===== src/rtl/cfp_pkg.sv =====
`timescale 1ns / 1ps
// Shared types and constants for the colon field request parser.
// No dependencies; used by every module of the block by scoped names.
package cfp_pkg;

    // Field length at which too_long is raised; length counters saturate here.
    localparam int unsigned FIELD_MAX = 1024;
    localparam int unsigned LEN_W     = $clog2(FIELD_MAX + 1);

    localparam int unsigned BYTE_W  = 8;
    localparam int unsigned NUM_W   = 32;
    localparam int unsigned IDX_W   = 16;
    localparam int unsigned KIND_W  = 3;

    // Queue between front and back.
    localparam int unsigned QDEPTH  = 2;
    localparam int unsigned QPTR_W  = $clog2(QDEPTH);
    localparam int unsigned QCNT_W  = $clog2(QDEPTH + 1);

    // Character codes.
    localparam logic [BYTE_W-1:0] CHAR_COLON  = 8'h3A;
    localparam logic [BYTE_W-1:0] CHAR_EQUALS = 8'h3D;
    localparam logic [BYTE_W-1:0] CHAR_ZERO   = 8'h30;
    localparam logic [BYTE_W-1:0] CHAR_NINE   = 8'h39;

    // Parser phases, also the field_kind codes.
    localparam logic [KIND_W-1:0] PH_TIME    = 3'd0;
    localparam logic [KIND_W-1:0] PH_SERVICE = 3'd1;
    localparam logic [KIND_W-1:0] PH_PAIRCNT = 3'd2;
    localparam logic [KIND_W-1:0] PH_PAIR    = 3'd3;
    localparam logic [KIND_W-1:0] PH_NAMECNT = 3'd4;
    localparam logic [KIND_W-1:0] PH_NAME    = 3'd5;
    localparam logic [KIND_W-1:0] PH_DONE    = 3'd6;

    // A request byte after classification.
    typedef struct packed {
        logic [BYTE_W-1:0] data;
        logic              last;
        logic              is_colon;
        logic              is_equals;
        logic              is_digit;
        logic [3:0]        digit;
    } item_t;

    // Queue status seen by front and back.
    typedef struct packed {
        logic full;
        logic not_empty;
    } qstat_t;

    // One result.
    typedef struct packed {
        logic [KIND_W-1:0] field_kind;
        logic [BYTE_W-1:0] text_byte;
        logic              is_value_part;
        logic              field_end;
        logic [NUM_W-1:0]  number_value;
        logic [IDX_W-1:0]  entry_index;
        logic              pair_error;
        logic              too_long;
        logic              message_end;
    } res_t;

endpackage


===== src/rtl/colon_field_request_parser_unit.sv =====
`timescale 1ns / 1ps
// Top level of the colon field request parser: front, queue and back end.
// Depends on cfp_pkg, cfp_front, cfp_queue and cfp_back.
//
//  channel   direction  handshake             payload
//  request   in         req_valid/req_stall   in_byte, last_byte
//  result    out        res_valid/res_stall   field_kind .. message_end
//
// One request byte is taken per cycle while req_stall is low, and each gives
// exactly one result. The byte is written into the two-entry queue at the
// accepting edge; once it is at the head and the result register is free, the
// back end pops it, updates its state and loads the result register. The
// sustained rate of one byte per cycle, with neither side stalled, is set by
// the combinational state update (multiply-by-ten add and compares).
// rst_n clears the queue, the parser state (timestamp phase) and res_valid.
// A stalled result holds in its register; the queue keeps taking bytes until
// both of its entries are used, then req_stall rises, and each side stalls
// independently.
module colon_field_request_parser_unit
(
    input  logic                          clk,
    input  logic                          rst_n,

    input  logic                          req_valid,
    output logic                          req_stall,
    input  logic [cfp_pkg::BYTE_W-1:0]    in_byte,
    input  logic                          last_byte,

    output logic                          res_valid,
    input  logic                          res_stall,
    output logic [cfp_pkg::KIND_W-1:0]    field_kind,
    output logic [cfp_pkg::BYTE_W-1:0]    text_byte,
    output logic                          is_value_part,
    output logic                          field_end,
    output logic [cfp_pkg::NUM_W-1:0]     number_value,
    output logic [cfp_pkg::IDX_W-1:0]     entry_index,
    output logic                          pair_error,
    output logic                          too_long,
    output logic                          message_end
);

    cfp_pkg::qstat_t qstat;
    cfp_pkg::item_t  wr_item;
    cfp_pkg::item_t  rd_item;
    cfp_pkg::res_t   res;
    logic            push;
    logic            pop;

    // classify incoming bytes, stall only on a full queue
    cfp_front u_front
    (
        .req_valid (req_valid),
        .req_stall (req_stall),
        .in_byte   (in_byte),
        .last_byte (last_byte),
        .qstat     (qstat),
        .push      (push),
        .item      (wr_item)
    );

    cfp_queue u_queue
    (
        .clk     (clk),
        .rst_n   (rst_n),
        .push    (push),
        .wr_item (wr_item),
        .pop     (pop),
        .rd_item (rd_item),
        .qstat   (qstat)
    );

    // parse state and result register
    cfp_back u_back
    (
        .clk       (clk),
        .rst_n     (rst_n),
        .qstat     (qstat),
        .item      (rd_item),
        .pop       (pop),
        .res_valid (res_valid),
        .res_stall (res_stall),
        .res       (res)
    );

    assign field_kind    = res.field_kind;
    assign text_byte     = res.text_byte;
    assign is_value_part = res.is_value_part;
    assign field_end     = res.field_end;
    assign number_value  = res.number_value;
    assign entry_index   = res.entry_index;
    assign pair_error    = res.pair_error;
    assign too_long      = res.too_long;
    assign message_end   = res.message_end;

    // a pair error is only reported on the colon closing a pair
    a_pair_error_at_end: assert property (@(posedge clk) disable iff (!rst_n)
        (res_valid && pair_error) |-> (field_end && field_kind == cfp_pkg::PH_PAIR))
        else $error("pair_error outside a pair terminator");

    // value bytes belong to a pair and never to its colon
    a_value_in_pair: assert property (@(posedge clk) disable iff (!rst_n)
        (res_valid && is_value_part) |-> (!field_end && field_kind == cfp_pkg::PH_PAIR))
        else $error("is_value_part outside pair body");

    // done bytes carry nothing but message_end
    a_done_quiet: assert property (@(posedge clk) disable iff (!rst_n)
        (res_valid && field_kind == cfp_pkg::PH_DONE) |->
        (text_byte == '0 && number_value == '0 && entry_index == '0 &&
         !field_end && !too_long))
        else $error("done result with payload");

    // after a completed message the next result starts in the timestamp field
    a_restart_time: assert property (@(posedge clk) disable iff (!rst_n)
        (res_valid && !res_stall && message_end) ##1 res_valid |->
        (field_kind == cfp_pkg::PH_TIME))
        else $error("parser did not restart after last byte");

endmodule


===== src/rtl/cfp_front.sv =====
`timescale 1ns / 1ps
// Front end: takes request bytes and classifies them for the back end.
// Depends on cfp_pkg.
module cfp_front
(
    input  logic                        req_valid,
    output logic                        req_stall,
    input  logic [cfp_pkg::BYTE_W-1:0]  in_byte,
    input  logic                        last_byte,
    input  cfp_pkg::qstat_t             qstat,
    output logic                        push,
    output cfp_pkg::item_t              item
);

    assign req_stall = qstat.full;
    assign push      = req_valid && !qstat.full;

    always_comb
    begin
        item.data      = in_byte;
        item.last      = last_byte;
        item.is_colon  = (in_byte == cfp_pkg::CHAR_COLON);
        item.is_equals = (in_byte == cfp_pkg::CHAR_EQUALS);
        item.is_digit  = (in_byte >= cfp_pkg::CHAR_ZERO) && (in_byte <= cfp_pkg::CHAR_NINE);
        item.digit     = 4'(in_byte - cfp_pkg::CHAR_ZERO);
    end

endmodule


===== src/rtl/cfp_queue.sv =====
`timescale 1ns / 1ps
// Short FIFO of classified bytes between front and back end.
// Depends on cfp_pkg.
module cfp_queue
(
    input  logic            clk,
    input  logic            rst_n,
    input  logic            push,
    input  cfp_pkg::item_t  wr_item,
    input  logic            pop,
    output cfp_pkg::item_t  rd_item,
    output cfp_pkg::qstat_t qstat
);

    cfp_pkg::item_t                  store_reg [cfp_pkg::QDEPTH];
    logic [cfp_pkg::QPTR_W-1:0]      wr_ptr_reg, wr_ptr_next;
    logic [cfp_pkg::QPTR_W-1:0]      rd_ptr_reg, rd_ptr_next;
    logic [cfp_pkg::QCNT_W-1:0]      count_reg, count_next;

    function automatic logic [cfp_pkg::QPTR_W-1:0] ptr_inc(input logic [cfp_pkg::QPTR_W-1:0] p);
        logic [cfp_pkg::QPTR_W-1:0] r;
        if (32'(p) == cfp_pkg::QDEPTH - 1)
            r = '0;
        else
            r = p + 1'b1;
        return r;
    endfunction

    assign rd_item         = store_reg[rd_ptr_reg];
    assign qstat.full      = (32'(count_reg) == cfp_pkg::QDEPTH);
    assign qstat.not_empty = (count_reg != '0);

    always_comb
    begin
        wr_ptr_next = push ? ptr_inc(wr_ptr_reg) : wr_ptr_reg;
        rd_ptr_next = pop  ? ptr_inc(rd_ptr_reg) : rd_ptr_reg;
        count_next  = count_reg;
        if (push && !pop)
            count_next = count_reg + 1'b1;
        else if (pop && !push)
            count_next = count_reg - 1'b1;
    end

    always_ff @(posedge clk or negedge rst_n)
    begin
        if (!rst_n)
        begin
            wr_ptr_reg <= '0;
            rd_ptr_reg <= '0;
            count_reg  <= '0;
        end
        else
        begin
            wr_ptr_reg <= wr_ptr_next;
            rd_ptr_reg <= rd_ptr_next;
            count_reg  <= count_next;
        end
    end

    always_ff @(posedge clk)
    begin
        if (push)
            store_reg[wr_ptr_reg] <= wr_item;
    end

endmodule


===== src/rtl/cfp_back.sv =====
`timescale 1ns / 1ps
// Back end: field state machine, number accumulation and result register.
// Depends on cfp_pkg.
module cfp_back
(
    input  logic            clk,
    input  logic            rst_n,
    input  cfp_pkg::qstat_t qstat,
    input  cfp_pkg::item_t  item,
    output logic            pop,
    output logic            res_valid,
    input  logic            res_stall,
    output cfp_pkg::res_t   res
);

    logic [cfp_pkg::KIND_W-1:0] phase_reg,     phase_next;
    logic [cfp_pkg::NUM_W-1:0]  acc_reg,       acc_next;
    logic                       stopped_reg,   stopped_next;
    logic [cfp_pkg::IDX_W-1:0]  count_reg,     count_next;
    logic [cfp_pkg::IDX_W-1:0]  pos_reg,       pos_next;
    logic [cfp_pkg::LEN_W-1:0]  flen_reg,      flen_next;
    logic                       seen_eq_reg,   seen_eq_next;
    logic [cfp_pkg::LEN_W-1:0]  vlen_reg,      vlen_next;
    logic                       res_valid_reg, res_valid_next;
    cfp_pkg::res_t              res_reg,       res_next;

    logic                       numeric;
    logic                       listed;
    logic [cfp_pkg::LEN_W-1:0]  flen_inc;
    logic [cfp_pkg::LEN_W-1:0]  vlen_inc;
    logic [35:0]                acc_x10;
    logic [cfp_pkg::NUM_W-1:0]  acc_sat;
    logic [cfp_pkg::IDX_W-1:0]  cnt_sat;
    logic [cfp_pkg::IDX_W-1:0]  pos_inc;

    localparam logic [cfp_pkg::LEN_W-1:0] LEN_MAX = cfp_pkg::LEN_W'(cfp_pkg::FIELD_MAX);

    assign pop       = qstat.not_empty && (!res_valid_reg || !res_stall);
    assign res_valid = res_valid_reg;
    assign res       = res_reg;

    always_comb
    begin
        numeric  = (phase_reg == cfp_pkg::PH_TIME) || (phase_reg == cfp_pkg::PH_PAIRCNT) ||
                   (phase_reg == cfp_pkg::PH_NAMECNT);
        listed   = (phase_reg == cfp_pkg::PH_PAIR) || (phase_reg == cfp_pkg::PH_NAME);
        flen_inc = (flen_reg >= LEN_MAX) ? LEN_MAX : flen_reg + 1'b1;
        vlen_inc = (vlen_reg >= LEN_MAX) ? LEN_MAX : vlen_reg + 1'b1;
        // acc * 10 + digit as (acc << 3) + (acc << 1) + digit
        acc_x10  = {1'b0, acc_reg, 3'b000} + {3'b000, acc_reg, 1'b0} + 36'(item.digit);
        acc_sat  = (acc_x10[35:32] != 4'd0) ? '1 : acc_x10[31:0];
        cnt_sat  = (acc_reg[31:16] != 16'd0) ? '1 : acc_reg[15:0];
        pos_inc  = pos_reg + 1'b1;

        phase_next     = phase_reg;
        acc_next       = acc_reg;
        stopped_next   = stopped_reg;
        count_next     = count_reg;
        pos_next       = pos_reg;
        flen_next      = flen_reg;
        seen_eq_next   = seen_eq_reg;
        vlen_next      = vlen_reg;
        res_valid_next = res_valid_reg && res_stall;
        res_next       = res_reg;

        if (pop)
        begin
            res_valid_next = 1'b1;
            res_next       = '0;
            res_next.message_end = item.last;
            if (phase_reg >= cfp_pkg::PH_DONE)
            begin
                res_next.field_kind = cfp_pkg::PH_DONE;
            end
            else
            begin
                res_next.field_kind = phase_reg;
                if (!numeric)
                    res_next.text_byte = item.data;
                if (listed)
                    res_next.entry_index = pos_reg;
                if (item.is_colon)
                begin
                    res_next.field_end = 1'b1;
                    res_next.too_long  = (flen_reg >= LEN_MAX);
                    if (numeric)
                    begin
                        res_next.number_value = acc_reg;
                        if (phase_reg == cfp_pkg::PH_TIME)
                        begin
                            phase_next = cfp_pkg::PH_SERVICE;
                        end
                        else
                        begin
                            count_next = cnt_sat;
                            pos_next   = '0;
                            // an empty list is skipped
                            phase_next = (cnt_sat == '0) ? phase_reg + 3'd2 : phase_reg + 3'd1;
                        end
                    end
                    else if (phase_reg == cfp_pkg::PH_SERVICE)
                    begin
                        phase_next = cfp_pkg::PH_PAIRCNT;
                    end
                    else
                    begin
                        if (phase_reg == cfp_pkg::PH_PAIR)
                            res_next.pair_error = !seen_eq_reg || (vlen_reg == '0);
                        pos_next = pos_inc;
                        if ((pos_inc == '0) || (pos_inc >= count_reg))
                        begin
                            pos_next   = '0;
                            phase_next = phase_reg + 3'd1;
                        end
                    end
                    acc_next     = '0;
                    stopped_next = 1'b0;
                    flen_next    = '0;
                    seen_eq_next = 1'b0;
                    vlen_next    = '0;
                end
                else
                begin
                    flen_next         = flen_inc;
                    res_next.too_long = (flen_inc >= LEN_MAX);
                    if (numeric)
                    begin
                        if (!stopped_reg && item.is_digit)
                            acc_next = acc_sat;
                        else
                            stopped_next = 1'b1;
                        res_next.number_value = (!stopped_reg && item.is_digit) ? acc_sat : acc_reg;
                    end
                    else if (phase_reg == cfp_pkg::PH_PAIR)
                    begin
                        if (seen_eq_reg)
                        begin
                            res_next.is_value_part = 1'b1;
                            vlen_next = vlen_inc;
                        end
                        else if (item.is_equals)
                        begin
                            seen_eq_next = 1'b1;
                        end
                    end
                end
            end
            if (item.last)
            begin
                phase_next   = cfp_pkg::PH_TIME;
                acc_next     = '0;
                stopped_next = 1'b0;
                count_next   = '0;
                pos_next     = '0;
                flen_next    = '0;
                seen_eq_next = 1'b0;
                vlen_next    = '0;
            end
        end
    end

    always_ff @(posedge clk or negedge rst_n)
    begin
        if (!rst_n)
        begin
            phase_reg     <= cfp_pkg::PH_TIME;
            acc_reg       <= '0;
            stopped_reg   <= 1'b0;
            count_reg     <= '0;
            pos_reg       <= '0;
            flen_reg      <= '0;
            seen_eq_reg   <= 1'b0;
            vlen_reg      <= '0;
            res_valid_reg <= 1'b0;
        end
        else
        begin
            phase_reg     <= phase_next;
            acc_reg       <= acc_next;
            stopped_reg   <= stopped_next;
            count_reg     <= count_next;
            pos_reg       <= pos_next;
            flen_reg      <= flen_next;
            seen_eq_reg   <= seen_eq_next;
            vlen_reg      <= vlen_next;
            res_valid_reg <= res_valid_next;
        end
    end

    always_ff @(posedge clk)
    begin
        res_reg <= res_next;
    end

endmodule

===== config.mk =====
export PLATFORM = sky130hd
export DESIGN_NAME = colon_field_request_parser_unit
export DESIGN_NICKNAME = d
export VERILOG_FILES = /design/src/rtl/cfp_pkg.sv /design/src/rtl/colon_field_request_parser_unit.sv /design/src/rtl/cfp_front.sv /design/src/rtl/cfp_queue.sv /design/src/rtl/cfp_back.sv
export SDC_FILE = /design/constraint.sdc
export NUM_CORES = 1
export LEC_CHECK = 0
export BUFFER_PORTS_ARGS = -buffer_cell sky130_fd_sc_hd__buf_2
export CORE_AREA = 2 2 140 142
export DETAILED_ROUTE_END_ITERATION = 10
export DIE_AREA = 0 0 142 144
export PLACE_DENSITY = 0.87
export SLEW_MARGIN = 20
export SYNTH_ARGS = -nofsm -noshare
export SYNTH_HDL_FRONTEND = slang
export SYNTH_HIERARCHICAL = 1
export SYNTH_SLANG_ARGS = --single-unit

===== constraint.sdc =====
create_clock -name clk -period 7.8 [get_ports clk]
set_input_delay 0 -clock clk [delete_from_list [all_inputs] [get_ports clk]]
set_output_delay 0 -clock clk [all_outputs]
set_load 0.02 [all_outputs]

==> results.md <==
* Initial antenna violation count at 1
* Total number of vias at approximately 9000
* Mapped Cells at about 1100
* Synth Flop Type: edfxtp_1
* FP Rows at 51
* Overflow after GRT at 0
* Max reg flops at 64
* Die X at 142 um
* Status: finished, final reports clean
* Min Clock Period, post-route at 5278 ps
* Chip Height at 144 um
* Number of synthesized register bits at ~190
* CTS tree: built
* Setup crit end kind: flop
* Part of the cycle the worst path needs at 0.6767
* Relative slew margins at 0.3160
* Max clock buf depth at 2
* DRC errors left at 0
* Reg2reg start: u_queue/rd_ptr_reg
* DP Area at 0.01187 mm2
* R2R Setup Slk at 2520 ps
* Worst R2R Path Depth at 11
* DRT iter0 DRCs at 1099
* Cts hold-fix bufs at 12
* First-pass GRT wire length at between 40000 and 50000 um
* WHS at roughly 77 ps
* Synth top area cells: edfxtp_1 25%, dfrtp_1 21%, ha_1 9.9%, o221a_1 6.3%, nor2_1 2.8%
* Post-CTS setup repair buffer count at 0
* Worst-skew pair later-pin latency at 440 ps
* DR WL/cell at roughly 20 um
* Placed cell count at ~1300
* Hold Crit Class: primary input to flop
* Async SR Flop Fraction at 0.5000
* Power consumption at 4.819 mW
* Routability cong. at 0.9041
* Port bufs at 78
* CTS root buf: clkbuf_16
* Routed WL at 27730 um
* Fin nets at 1220
* Clk_skew at ~12 ps
* CTS-repair resized insts at 0
* WHS Path Cells at 3
* Worst-path fanout max at 32
* Top routing layer in use: met4
* Synth warnings at 6
* Largest net degree at the start of global routing at 85
* Layout Cell Area excl Fill at 0.01261 mm2
* Syn Area/Cell at 10.85 um2
* Layout cells sized above 1 at 0.1437
* Slew Viols, Final at 0
* CTS sink count at 192
* PwrDens at 382.1 mW/mm2
* Post-synth EDFFs at 96
* CTS Buf Count at 17
* Met2 WL at 13490 um
* Vias in the first global route at 8501
* TritonRoute pass-1 iters at 6
* Hold path start: req_valid
* Metal-1 WL at 11360 um
* Place WS at 2560 ps
* Synth-to-Final Area Change at 9.635%
* Worst flop-to-flop path endpoint: u_back/res[22]
* P_leak at around 5.4 nW
* Synth unique cells at 86
* WP data required at 7990 ps
* Clock-pin slew on the worst setup and hold paths at 80 ps
* Hold Vio Cnt, Final at 0
* H-Tree Depth at 4
* Yosys top cell area share at 0.2506
* CP startpoint kind: flop
* Post-synth top area cell: edfxtp_1
* Number of vias per cell at 6.549
* Setup ws final at between 2000 and 3000 ps
* Crit path kind: flop to flop
* Setup TNS at 0 ps
* CP startpoint: u_queue/rd_ptr_reg
* Antenna viol nets, final at 0
* Max VDD drop at between 150 and 200 uV
* # setup viols final at 0
* Fmax at 189.5 MHz
* GRT Util Overall at 0.2780
* Final core utilization at 0.6611
* Slew @ Worst Pin at 1018 ps
* Post-Syn Area at 0.01150 mm2
* Final std cells w/o fill at 1366
* Met3 routed wirelength at 2052 um
* Die ar. at 0.02045 mm2
* Core area at 0.01908 mm2
* IO Pins at 79
* Worst path arrival time at 5460 ps
* Initial Util at 0.6030
* Hold EP: u_queue/wr_ptr_reg
* Post-Syn Nets at 1166
* HPWL Detailed at 18500 um
* Register area share after synthesis at 0.4594
* RSZ-0062 raised after global routing: false
* MaxCap Viol Count at 0
==> power breakdown <==
group	internal (mW)	total (mW)	leakage (nW)	switching (mW)
clock network	0.462	0.888	0.291	0.426
logic	0.809	2.24	2.86	1.43
registers	1.45	1.69	2.24	0.248
==> routing by layer <==
metal / global-route usage / vias up
met2: 0.4597 / 460
met3: 0.04503 / 70
met1: 0.3733 / 4341
met4: 0.1021 / 0
li1: - / 4075
met5: 0 / -
==> cell usage after synthesis, types with 24 or more instances <==
cell type  instances
a21oi_1           53
clkbuf_1          25
dfrtp_1           96
edfxtp_1          96
ha_1              91
inv_1             49
nand2_1           69
nand3_1           31
nor2_1            87
o21ai_0           44
o221a_1           64
xnor2_1           24
xor2_1            29
==> cells by family (layout without fill, tap and decap cells) <==
family,after synthesis,after routing,synth area share
simple gates,328,328,0.1498
mux,19,19,0.02132
fa+ha+maj,93,93,0.1024
xor+xnor,54,54,0.04176
compound gates,260,260,0.1728
flops,192,192,0.4594
buf+inv,114,181,0.05253
other cells,0,1,0
==> cells in the final DEF (no fill, tap or decap), types with 5 or more instances in the layout <==
cell,count
dfrtp_1,96
edfxtp_1,96
ha_1,91
nor2_1,84
buf_2,77
nand2_1,69
o221a_1,64
a21oi_1,53
inv_1,49
o21ai_0,44
nand3_1,31
xor2_1,29
xnor2_1,24
and2_1,20
nor3_1,19
nand4_1,18
clkbuf_16,17
nor4_1,14
and3_1,13
dlygate4sd3_1,12
a31oi_1,11
a21o_1,10
a22o_1,10
or3_1,9
mux2_4,9
buf_4,8
nand2b_1,8
o211ai_1,8
nor2b_1,8
mux2_2,8
o21ai_1,7
a211oi_1,7
o31ai_1,6
clkinv_8,5
and4_1,5
==> worst max path at each step <==
stage	end	slack (ps)
2_1_floorplan	u_back/pos_reg[13]	1420
3_3_place_gp	u_back/res[43]	2730
3_5_place_dp	u_back/res[46]	2560
4_1_cts	u_back/res[49]	2500
5_1_grt	u_back/res[49]	2280
6_report	u_back/res[22]	2520
==> worst max-delay path, stage by stage (launching register included) <==
cell and delay, ps:
dfrtp_1 930, mux2_2 440, fa_1 510, ha_1 330, a211oi_1 390, o211ai_1 170
nand3_1 160, nand2_1 70, a41oi_1 490, nor3_1 110, or4_2 1020, o221a_1 390
==> area by class of cell <==
| class | instances | area, um2 |
|---|---|---|
| antenna | 1 | 2.502 |
| clock buffer | 17 | 425.4 |
| clock inverter | 15 | 193.9 |
| fill | 1338 | 6466 |
| inverter | 51 | 191.4 |
| multi-input combinational | 754 | 5640 |
| sequential | 192 | 5285 |
| tap | 238 | 297.8 |
| timing repair buffer | 98 | 576.8 |
No activity file was read; power rests on OpenSTA's default activity.
